===== src/rtl/phcu_pkg.sv =====
// Shared types and constants for the packet header check / unrotate block.
// Holds the item structs, request codes and status codes.
// No dependencies.
`default_nettype none

package phcu_pkg;

   // request codes
   localparam logic REQ_LOAD = 1'b0;
   localparam logic REQ_READ = 1'b1;

   // status codes
   localparam logic [3:0] ST_OK       = 4'd0;
   localparam logic [3:0] ST_SHORT    = 4'd1;
   localparam logic [3:0] ST_MAGIC    = 4'd2;
   localparam logic [3:0] ST_VERSION  = 4'd3;
   localparam logic [3:0] ST_CIPHER   = 4'd4;
   localparam logic [3:0] ST_LENGTH   = 4'd5;
   localparam logic [3:0] ST_TRANSID  = 4'd6;
   localparam logic [3:0] ST_ROTATION = 4'd7;
   localparam logic [3:0] ST_OVERFLOW = 4'd8;

   localparam logic [7:0] MAGIC_HI = 8'h41;
   localparam logic [7:0] MAGIC_LO = 8'h10;

   // configuration register indexes
   localparam logic CSR_TRANS_ID = 1'b0;
   localparam logic CSR_CHECK_ID = 1'b1;

   typedef struct packed {
      logic       req_type;
      logic [7:0] data_byte;
      logic       last;
      logic [9:0] read_index;
   } req_item_type;

   typedef struct packed {
      logic        is_status;
      logic [3:0]  status;
      logic [7:0]  out_byte;
      logic [10:0] packet_length;
   } rsp_item_type;

   // control from the core to the header checker
   typedef struct packed {
      logic wr_en;
      logic overflow;
      logic check_id;
   } hdr_ctrl_type;

endpackage

`default_nettype wire


===== src/rtl/phcu_hdr_check.sv =====
// Header shadow registers and the end-of-packet status evaluation.
// The byte being loaded this cycle is folded into the header view.
// Depends on phcu_pkg.
`default_nettype none

module phcu_hdr_check #(
   parameter int CW              = 11,
   parameter int HEADER_LEN      = 17,
   parameter int TRANS_ID_OFFSET = 8,
   parameter int ROTATION_OFFSET = 16
) (
   input  wire logic                  clock,
   input  wire phcu_pkg::hdr_ctrl_type ctrl,
   input  wire logic [CW-1:0]         wr_pos,
   input  wire logic [7:0]            wr_data,
   input  wire logic [CW-1:0]         new_count,
   input  wire logic [63:0]           expected_id,
   output logic      [3:0]            status,
   output logic      [7:0]            rotation
);

   localparam int HCAP0 = (HEADER_LEN > ROTATION_OFFSET + 1) ? HEADER_LEN : ROTATION_OFFSET + 1;
   localparam int HCAP  = (HCAP0 > TRANS_ID_OFFSET + 8) ? HCAP0 : TRANS_ID_OFFSET + 8;
   localparam int LW    = (CW > 16) ? CW : 16;
   localparam int RW    = (CW > 8) ? CW : 8;

   logic [7:0] shadow_ff [HCAP];
   logic [7:0] hv [HCAP];
   logic       id_bad;
   logic [LW-1:0] len_field;
   logic [RW-1:0] room;

   always_ff @(posedge clock) begin
      for (int i = 0; i < HCAP; i++) begin
         if (ctrl.wr_en && wr_pos == CW'(i)) begin
            shadow_ff[i] <= wr_data;
         end
      end
   end

   // header view: bytes at or past the count read as zero
   always_comb begin
      for (int i = 0; i < HCAP; i++) begin
         if (CW'(i) >= new_count) begin
            hv[i] = 8'h00;
         end else if (ctrl.wr_en && wr_pos == CW'(i)) begin
            hv[i] = wr_data;
         end else begin
            hv[i] = shadow_ff[i];
         end
      end
   end

   always_comb begin
      id_bad = 1'b0;
      for (int k = 0; k < 8; k++) begin
         if (hv[TRANS_ID_OFFSET + k] != expected_id[63 - 8*k -: 8]) begin
            id_bad = 1'b1;
         end
      end
   end

   assign len_field = LW'({hv[4], hv[5]});
   assign room      = RW'(new_count - CW'(HEADER_LEN));
   assign rotation  = hv[ROTATION_OFFSET];

   always_comb begin
      priority if (ctrl.overflow) begin
         status = phcu_pkg::ST_OVERFLOW;
      end else if (new_count < CW'(HEADER_LEN)) begin
         status = phcu_pkg::ST_SHORT;
      end else if (hv[0] != phcu_pkg::MAGIC_HI || hv[1] != phcu_pkg::MAGIC_LO) begin
         status = phcu_pkg::ST_MAGIC;
      end else if ({hv[2], hv[3]} != 16'd1) begin
         status = phcu_pkg::ST_VERSION;
      end else if ({hv[6], hv[7]} != 16'd0) begin
         status = phcu_pkg::ST_CIPHER;
      end else if (len_field != LW'(new_count)) begin
         status = phcu_pkg::ST_LENGTH;
      end else if (ctrl.check_id && id_bad) begin
         status = phcu_pkg::ST_TRANSID;
      end else if (RW'(rotation) > room) begin
         status = phcu_pkg::ST_ROTATION;
      end else begin
         status = phcu_pkg::ST_OK;
      end
   end

endmodule

`default_nettype wire

===== config.mk =====
export PLATFORM = sky130hd
export DESIGN_NAME = phcu_hdr_check
export DESIGN_NICKNAME = d
export VERILOG_FILES = /design/src/rtl/phcu_pkg.sv /design/src/rtl/phcu_hdr_check.sv
export SDC_FILE = /design/constraint.sdc
export NUM_CORES = 1
export LEC_CHECK = 0
export ABC_CLOCK_PERIOD_IN_PS = 6600
export CAP_MARGIN = 10
export CORE_MARGIN = 8
export CORE_UTILIZATION = 55
export DETAILED_ROUTE_END_ITERATION = 8
export DONT_BUFFER_PORTS = 1
export MAX_ROUTING_LAYER = met4
export PLACE_DENSITY = 0.7
export SYNTH_ARGS = -nofsm -noshare
export SYNTH_HDL_FRONTEND = slang
export SYNTH_SLANG_ARGS = --single-unit

===== constraint.sdc =====
create_clock -name clock -period 6.6 [get_ports clock]
set_input_delay 0.66 -clock clock [delete_from_list [all_inputs] [get_ports clock]]
set_output_delay 0.66 -clock clock [all_outputs]
set_load 0.02 [all_outputs]

# After elaboration in Yosys (flattened, before gate mapping)
# Memory sizes are Yosys's and may differ from the RTL's.
# Index checks and enable logic that the tools add are counted.
dict set report word_totals {
  output_inout_bits 12
  elab_cells 218
  ff_bits 0
  ramBits 136
  mem_count 1
}
# memory depth word_bits rd rd_clocked_by_memory_dff write_ports line_no
set memory_table {}
lappend memory_table {shadow_ff 17 8 17 0 1 phcu_hdr_check.sv:27} ;# logic [7:0] shadow_ff [HCAP];
dict set report op_classes {
  n_lt_le_gt_ge 19
  n_mux 132
  n_reduce_logical 37
  add_sub_neg 1
  n_eq_ne 28
}
# op count
set op_table {}
lappend op_table {{$mux 8} 50}
lappend op_table {{$reduce_or 8->1} 16}
lappend op_table {{$eq 11x4->1 const B} 8}
lappend op_table {{$ge 4x11->1 const A} 8}
lappend op_table {{$mux 5} 16}
lappend op_table {{$ne 8x8->1} 8}
lappend op_table {{$mux 1} 58}
lappend op_table {{$eq 11x3->1 const B} 4}
lappend op_table {{$ge 3x11->1 const A} 4}
lappend op_table {{$eq 11x2->1 const B} 2}
lappend op_table {{$ge 1x11->1 const A} 2}
lappend op_table {{$ge 2x11->1 const A} 2}
lappend op_table {{$mux 3} 7}
lappend op_table {{$logic_and 1x1->1} 18}
lappend op_table {{$ne 16x1->1 const B} 1}
lappend op_table {{$ne 16x11->1} 1}
lappend op_table {{$reduce_bool 16->1} 1}
lappend op_table {{$eq 11x1->1 const B} 1}
lappend op_table {{$eq 11x5->1 const B} 1}
lappend op_table {{$ge 5x11->1 const A} 1}
lappend op_table {{$gt 8x11->1} 1}
lappend op_table {{$logic_not 11->1} 1}
lappend op_table {{$lt 11x5->1 const B} 1}
lappend op_table {{$sub 11x5->11 const B} 1}
lappend op_table {{other kinds (4)} 4}

# Logic depth before layout (Yosys ltp)
dict set report logic_depth {
  ltp_word 21
  mapped_depth 18
  mapped_depth_nobuf 17
}

# Worst setup path after synthesis
# No wires, ideal clock.
dict set report synth_path {
  kind {input -> output}
  startpoint {input port wr_pos[7]}
  endpoint {output port status[1]}
  setup_slack_ps 937
  required_ps 5940
  arrival_time_ps 5003
  stages 17
  n_path_buf 1
  cell_sequence {nor4b_4 -> buf_4 -> nand3_1 -> nor3b_1 -> mux2_2 -> nor2b_1 -> ha_1 -> nor2b_1 -> o21ai_0 -> nand2b_1 -> a21oi_1 -> o21ai_0 -> a21oi_1 -> a2111oi_0 -> or3_1 -> o22ai_2 -> o31ai_1}
}
dict set report synth_between {
  word_cells_on_any_way 100
}
# item line_no
set synth_rtl {}
lappend synth_rtl {{from (decl)} phcu_hdr_check.sv:14} ;# input wire logic [CW-1:0] wr_pos,
lappend synth_rtl {{$eq 11x5->1} phcu_hdr_check.sv:46} ;# end else if (ctrl.wr_en && wr_pos == CW'(i)) begin
lappend synth_rtl {{$logic_and 1x1->1} phcu_hdr_check.sv:46}
lappend synth_rtl {{$mux 8} phcu_hdr_check.sv:46}
lappend synth_rtl {{$mux 8} phcu_hdr_check.sv:44} ;# if (CW'(i) >= new_count) begin
lappend synth_rtl {{net rotation[1]} phcu_hdr_check.sv:19} ;# output logic [7:0] rotation
lappend synth_rtl {{$gt 8x11->1} phcu_hdr_check.sv:82} ;# end else if (RW'(rotation) > room) begin
lappend synth_rtl {{$mux 3} phcu_hdr_check.sv:82}
lappend synth_rtl {{$mux 3} phcu_hdr_check.sv:80} ;# end else if (ctrl.check_id && id_bad) begin
lappend synth_rtl {{$mux 3} phcu_hdr_check.sv:78} ;# end else if (len_field != LW'(new_count)) begin
lappend synth_rtl {{$mux 3} phcu_hdr_check.sv:76} ;# end else if ({hv[6], hv[7]} != 16'd0) begin
lappend synth_rtl {{$mux 3} phcu_hdr_check.sv:74} ;# end else if ({hv[2], hv[3]} != 16'd1) begin
lappend synth_rtl {{$mux 3} phcu_hdr_check.sv:72} ;# end else if (hv[0] != phcu_pkg::MAGIC_HI || hv[1] != phcu_pkg::MAGIC_LO) begin
lappend synth_rtl {{$mux 3} phcu_hdr_check.sv:70} ;# end else if (new_count < CW'(HEADER_LEN)) begin
lappend synth_rtl {{$mux 4} phcu_hdr_check.sv:68} ;# priority if (ctrl.overflow) begin
lappend synth_rtl {{to (decl)} phcu_hdr_check.sv:18} ;# output logic [3:0] status,
# The timed path passes the listed nets, and every way through them passes these cells.

# Worst setup path after layout
# Ends and elaborated chain as after synthesis.

==> metrics <==
outcome completed; NetSw 0.000435 W; R2R depth 2; Worst-Margin Slew 0.959 ns; dominant synthesized flop cell dfxtp_1; TNS Setup 0 ns; worst setup path startpoint wr_pos[7]; vias after detailed routing 6383; Synth-to-Final Area Change 8.46%; register bit total from synthesis 136; post-layout net count 896; Slew Limit Fails 0; number of buffers created by CTS 17; Clk Tree Root Cell clkbuf_16; Setup Fix Bufs, Post-CTS 0; CP max FO 17; leak pwr 3.56 nW; sequential-to-total area share from yosys stat 36.1%; P_int 0.00141 W; first-pass GRT wire length 35700 um; ys async rst share 0%; Largest Register shadow_ff; endpoints failing hold 0; Syn. warnings 0; Clock Skews 0 ns; vias per cell 6.54; sequential share of power 45.1%; fmax 178 MHz; main area contributors after synthesis dfxtp_1 36%, mux2_2 14%, mux2i_1 5.8%; routability cong. 1.01; Worst R2R Setup Slack 5.76 ns; Peak VDD IR 0.183 mV; Initial Util 56.7%; initial antenna violation count 2; Clock power frac 49.3%; worst endpoint data arrival time 4.96 ns; Netlist cell types 79; Die Height 133 um; Avg Inst Size Synth 9.38 um2; Fillers 1189; IO Port Bufs 0; FF-to-FF End shadow_ff[0][96]; period utilization 85.1%; leading area contributor after synthesis dfxtp_1; maxcap violations 0; IO Pins 110; htree depth 4; relative slew slack 34.4%; Sw Ratio 23.6%; RSZ-0062 raised after global routing no; critical path startpoint category primary input; Num Clock Sinks 136; design area 8180 um2; TritonCTS clock tree yes; CP endpoint status[1]; cells after synthesis 804; Pwr Density 225 nW/um2; number of core rows 42; number of flip-flops in the largest register 136; Post-synth EDFFs 0; DR iter-0 viols 686; Worst Setup End Kind primary output; Worst-Skew Late Latency 0.42 ns; largest registers shadow_ff x136; CTS clk-pin slew, worst paths 0.06 ns; synthesized area 7540 um2; Critical Path RT 5.94 ns; final core utilization 61.5%; dpl hpwl 17600 um; Die X 133 um; Max Root-Sink Buffers 2; Hold Crit Class in -> reg; WL final 23800 um; total power 0.00184 W; syn_nets 913; share of cells above drive strength 1 19.0%; die footprint 17700 um2; Detail Route Antenna Nets 0; largest net degree at the start of global routing 24; DRC viols 0; Core Region 13300 um2; kind of critical path in -> out; vias in the first global route 6219; final setup vio count 0; 1st-pass router iterations 5; number of hold buffers added after cts 0; reg2reg start shadow_ff[0][96]; Resized Gates After CTS 0; combinational share of power 5.6%; overall routing resource usage 27.0%; Area after DPL 7610 um2; post-synth top area share 36.1%; post-layout min period 5.62 ns; remaining global-route overflow 0; wire per inst 24.3 um
## area by class of cell
cell class | count | area, um2 | share of cell area [%]
Sequential cell | 136 | 2720 | 33.3
Antenna cell | 1 | 2.50 | 0.0306
Inverter | 52 | 195 | 2.39
Clock inverter | 12 | 118 | 1.44
Timing Repair Buffer | 6 | 45.0 | 0.551
Multi-Input combinational cell | 574 | 4430 | 54.2
Tap cell | 176 | 220 | 2.69
Clock buffer | 19 | 443 | 5.42
## cell usage in the layout (no fill, tap or decap), types with 11 or more instances in the layout
| cell | netlist | final |
|---|---|---|
| a21oi_1 | 28 | 28 |
| dfxtp_1 | 136 | 136 |
| clkbuf_16 | 0 | 17 |
| a31oi_1 | 17 | 17 |
| a211oi_1 | 12 | 12 |
| nor3b_1 | 12 | 12 |
| ha_1 | 11 | 11 |
| nor3_1 | 24 | 24 |
| nor4_1 | 12 | 12 |
| inv_1 | 52 | 52 |
| mux2_2 | 93 | 93 |
| o21ai_0 | 31 | 31 |
| mux2i_1 | 44 | 44 |
| nor2b_1 | 17 | 17 |
| nand3_1 | 12 | 12 |
| nand4_1 | 16 | 16 |
| xor2_1 | 11 | 11 |
| nor2_1 | 42 | 42 |
| nand2_1 | 39 | 39 |
## synth_stat cells (6+ instances only)
library cell and count:
a211oi_1 12, a21oi_1 28, a31oi_1 17, buf_2 11, clkbuf_1 24, dfxtp_1 136, ha_1 11, inv_1 52
mux2_2 93, mux2i_1 44, nand2_1 39, nand2b_1 7, nand3_1 12, nand3b_1 6, nand4_1 16, nand4b_1 7
nor2_1 42, nor2b_1 17, nor3_1 24, nor3b_1 12, nor4_1 12, o21ai_0 31, o31ai_1 6, or3_1 9
xnor2_1 9, xor2_1 11
## critical path: stages
cell	delay, ns
nor4b_4	0.24
buf_4	0.24
nand3_1	0.10
nor3b_1	0.32
buf_4	0.26
mux2_2	0.36
nor2b_1	0.22
ha_1	0.36
nor2b_1	0.14
o21ai_0	0.08
nand2b_1	0.08
a21oi_1	0.06
o21ai_0	0.15
a21oi_1	0.09
a2111oi_0	0.84
or3_1	0.24
o22ai_2	0.07
o31ai_1	0.28
buf_4	0.18
## through the flow
step | setup WS, ns | cells | hold WS [ns]
2_1_floorplan | 0.937 | 804 | 0.417
3_3_place_gp | 1.25 | 944 | 0.441
3_5_place_dp | 1.03 | 944 | 0.458
4_1_cts | 0.982 | 975 | 0.380
5_1_grt | 0.632 | 976 | 0.371
6_report | 0.981 | 976 | 0.391
## routing by layer
metal / vias to the layer above / global-route usage (%) / part of all wire, %
met5: - / - / 0
li1: 2951 / - / -
met2: 286 / 42.0 / 46
met1: 3100 / 31.1 / 40
met3: 46 / 9.99 / 11
met4: 0 / 10.0 / 2.5
## how the worst min path moves through the flow
stage	depth (start not counted)	end	startpoint	slack, ns
2_1_floorplan	2	shadow_ff[0][128]	shadow_ff[0][128]	0.42
3_3_place_gp	2	shadow_ff[0][35]	shadow_ff[0][35]	0.44
3_5_place_dp	1	shadow_ff[0][120]	shadow_ff[0][120]	0.46
4_1_cts	1	shadow_ff[0][37]	wr_data[5]	0.38
5_1_grt	1	shadow_ff[0][37]	wr_data[5]	0.37
6_report	1	shadow_ff[0][37]	wr_data[5]	0.39
## power groups by stage
stage                     Sequential, W  Clock, W  Combinational (W)
after global routing           0.000830  0.000948           0.000111
after detailed placement       0.000848         0          0.0000999
after global placement         0.000848         0          0.0000975
after floorplan                0.000847         0          0.0000949
final                          0.000830  0.000908           0.000103
after CTS                      0.000830  0.000915           0.000101
## logic make-up (layout without fill, tap and decap cells)
logic type / Yosys count / count (layout) / share of synthesized area, %
multiplexers: 137 / 137 / 19.7
XOR/XNOR: 20 / 20 / 2.32
adder cells (fa/ha/maj): 11 / 11 / 1.83
AO/OA/AOI/OAI: 158 / 158 / 14.6
buffers and inverters: 94 / 89 / 5.11
AND/OR/NAND/NOR: 248 / 248 / 20.3
other: 0 / 1 / 0
flip-flops: 136 / 136 / 36.1
No activity file was read; power rests on OpenSTA's default activity.
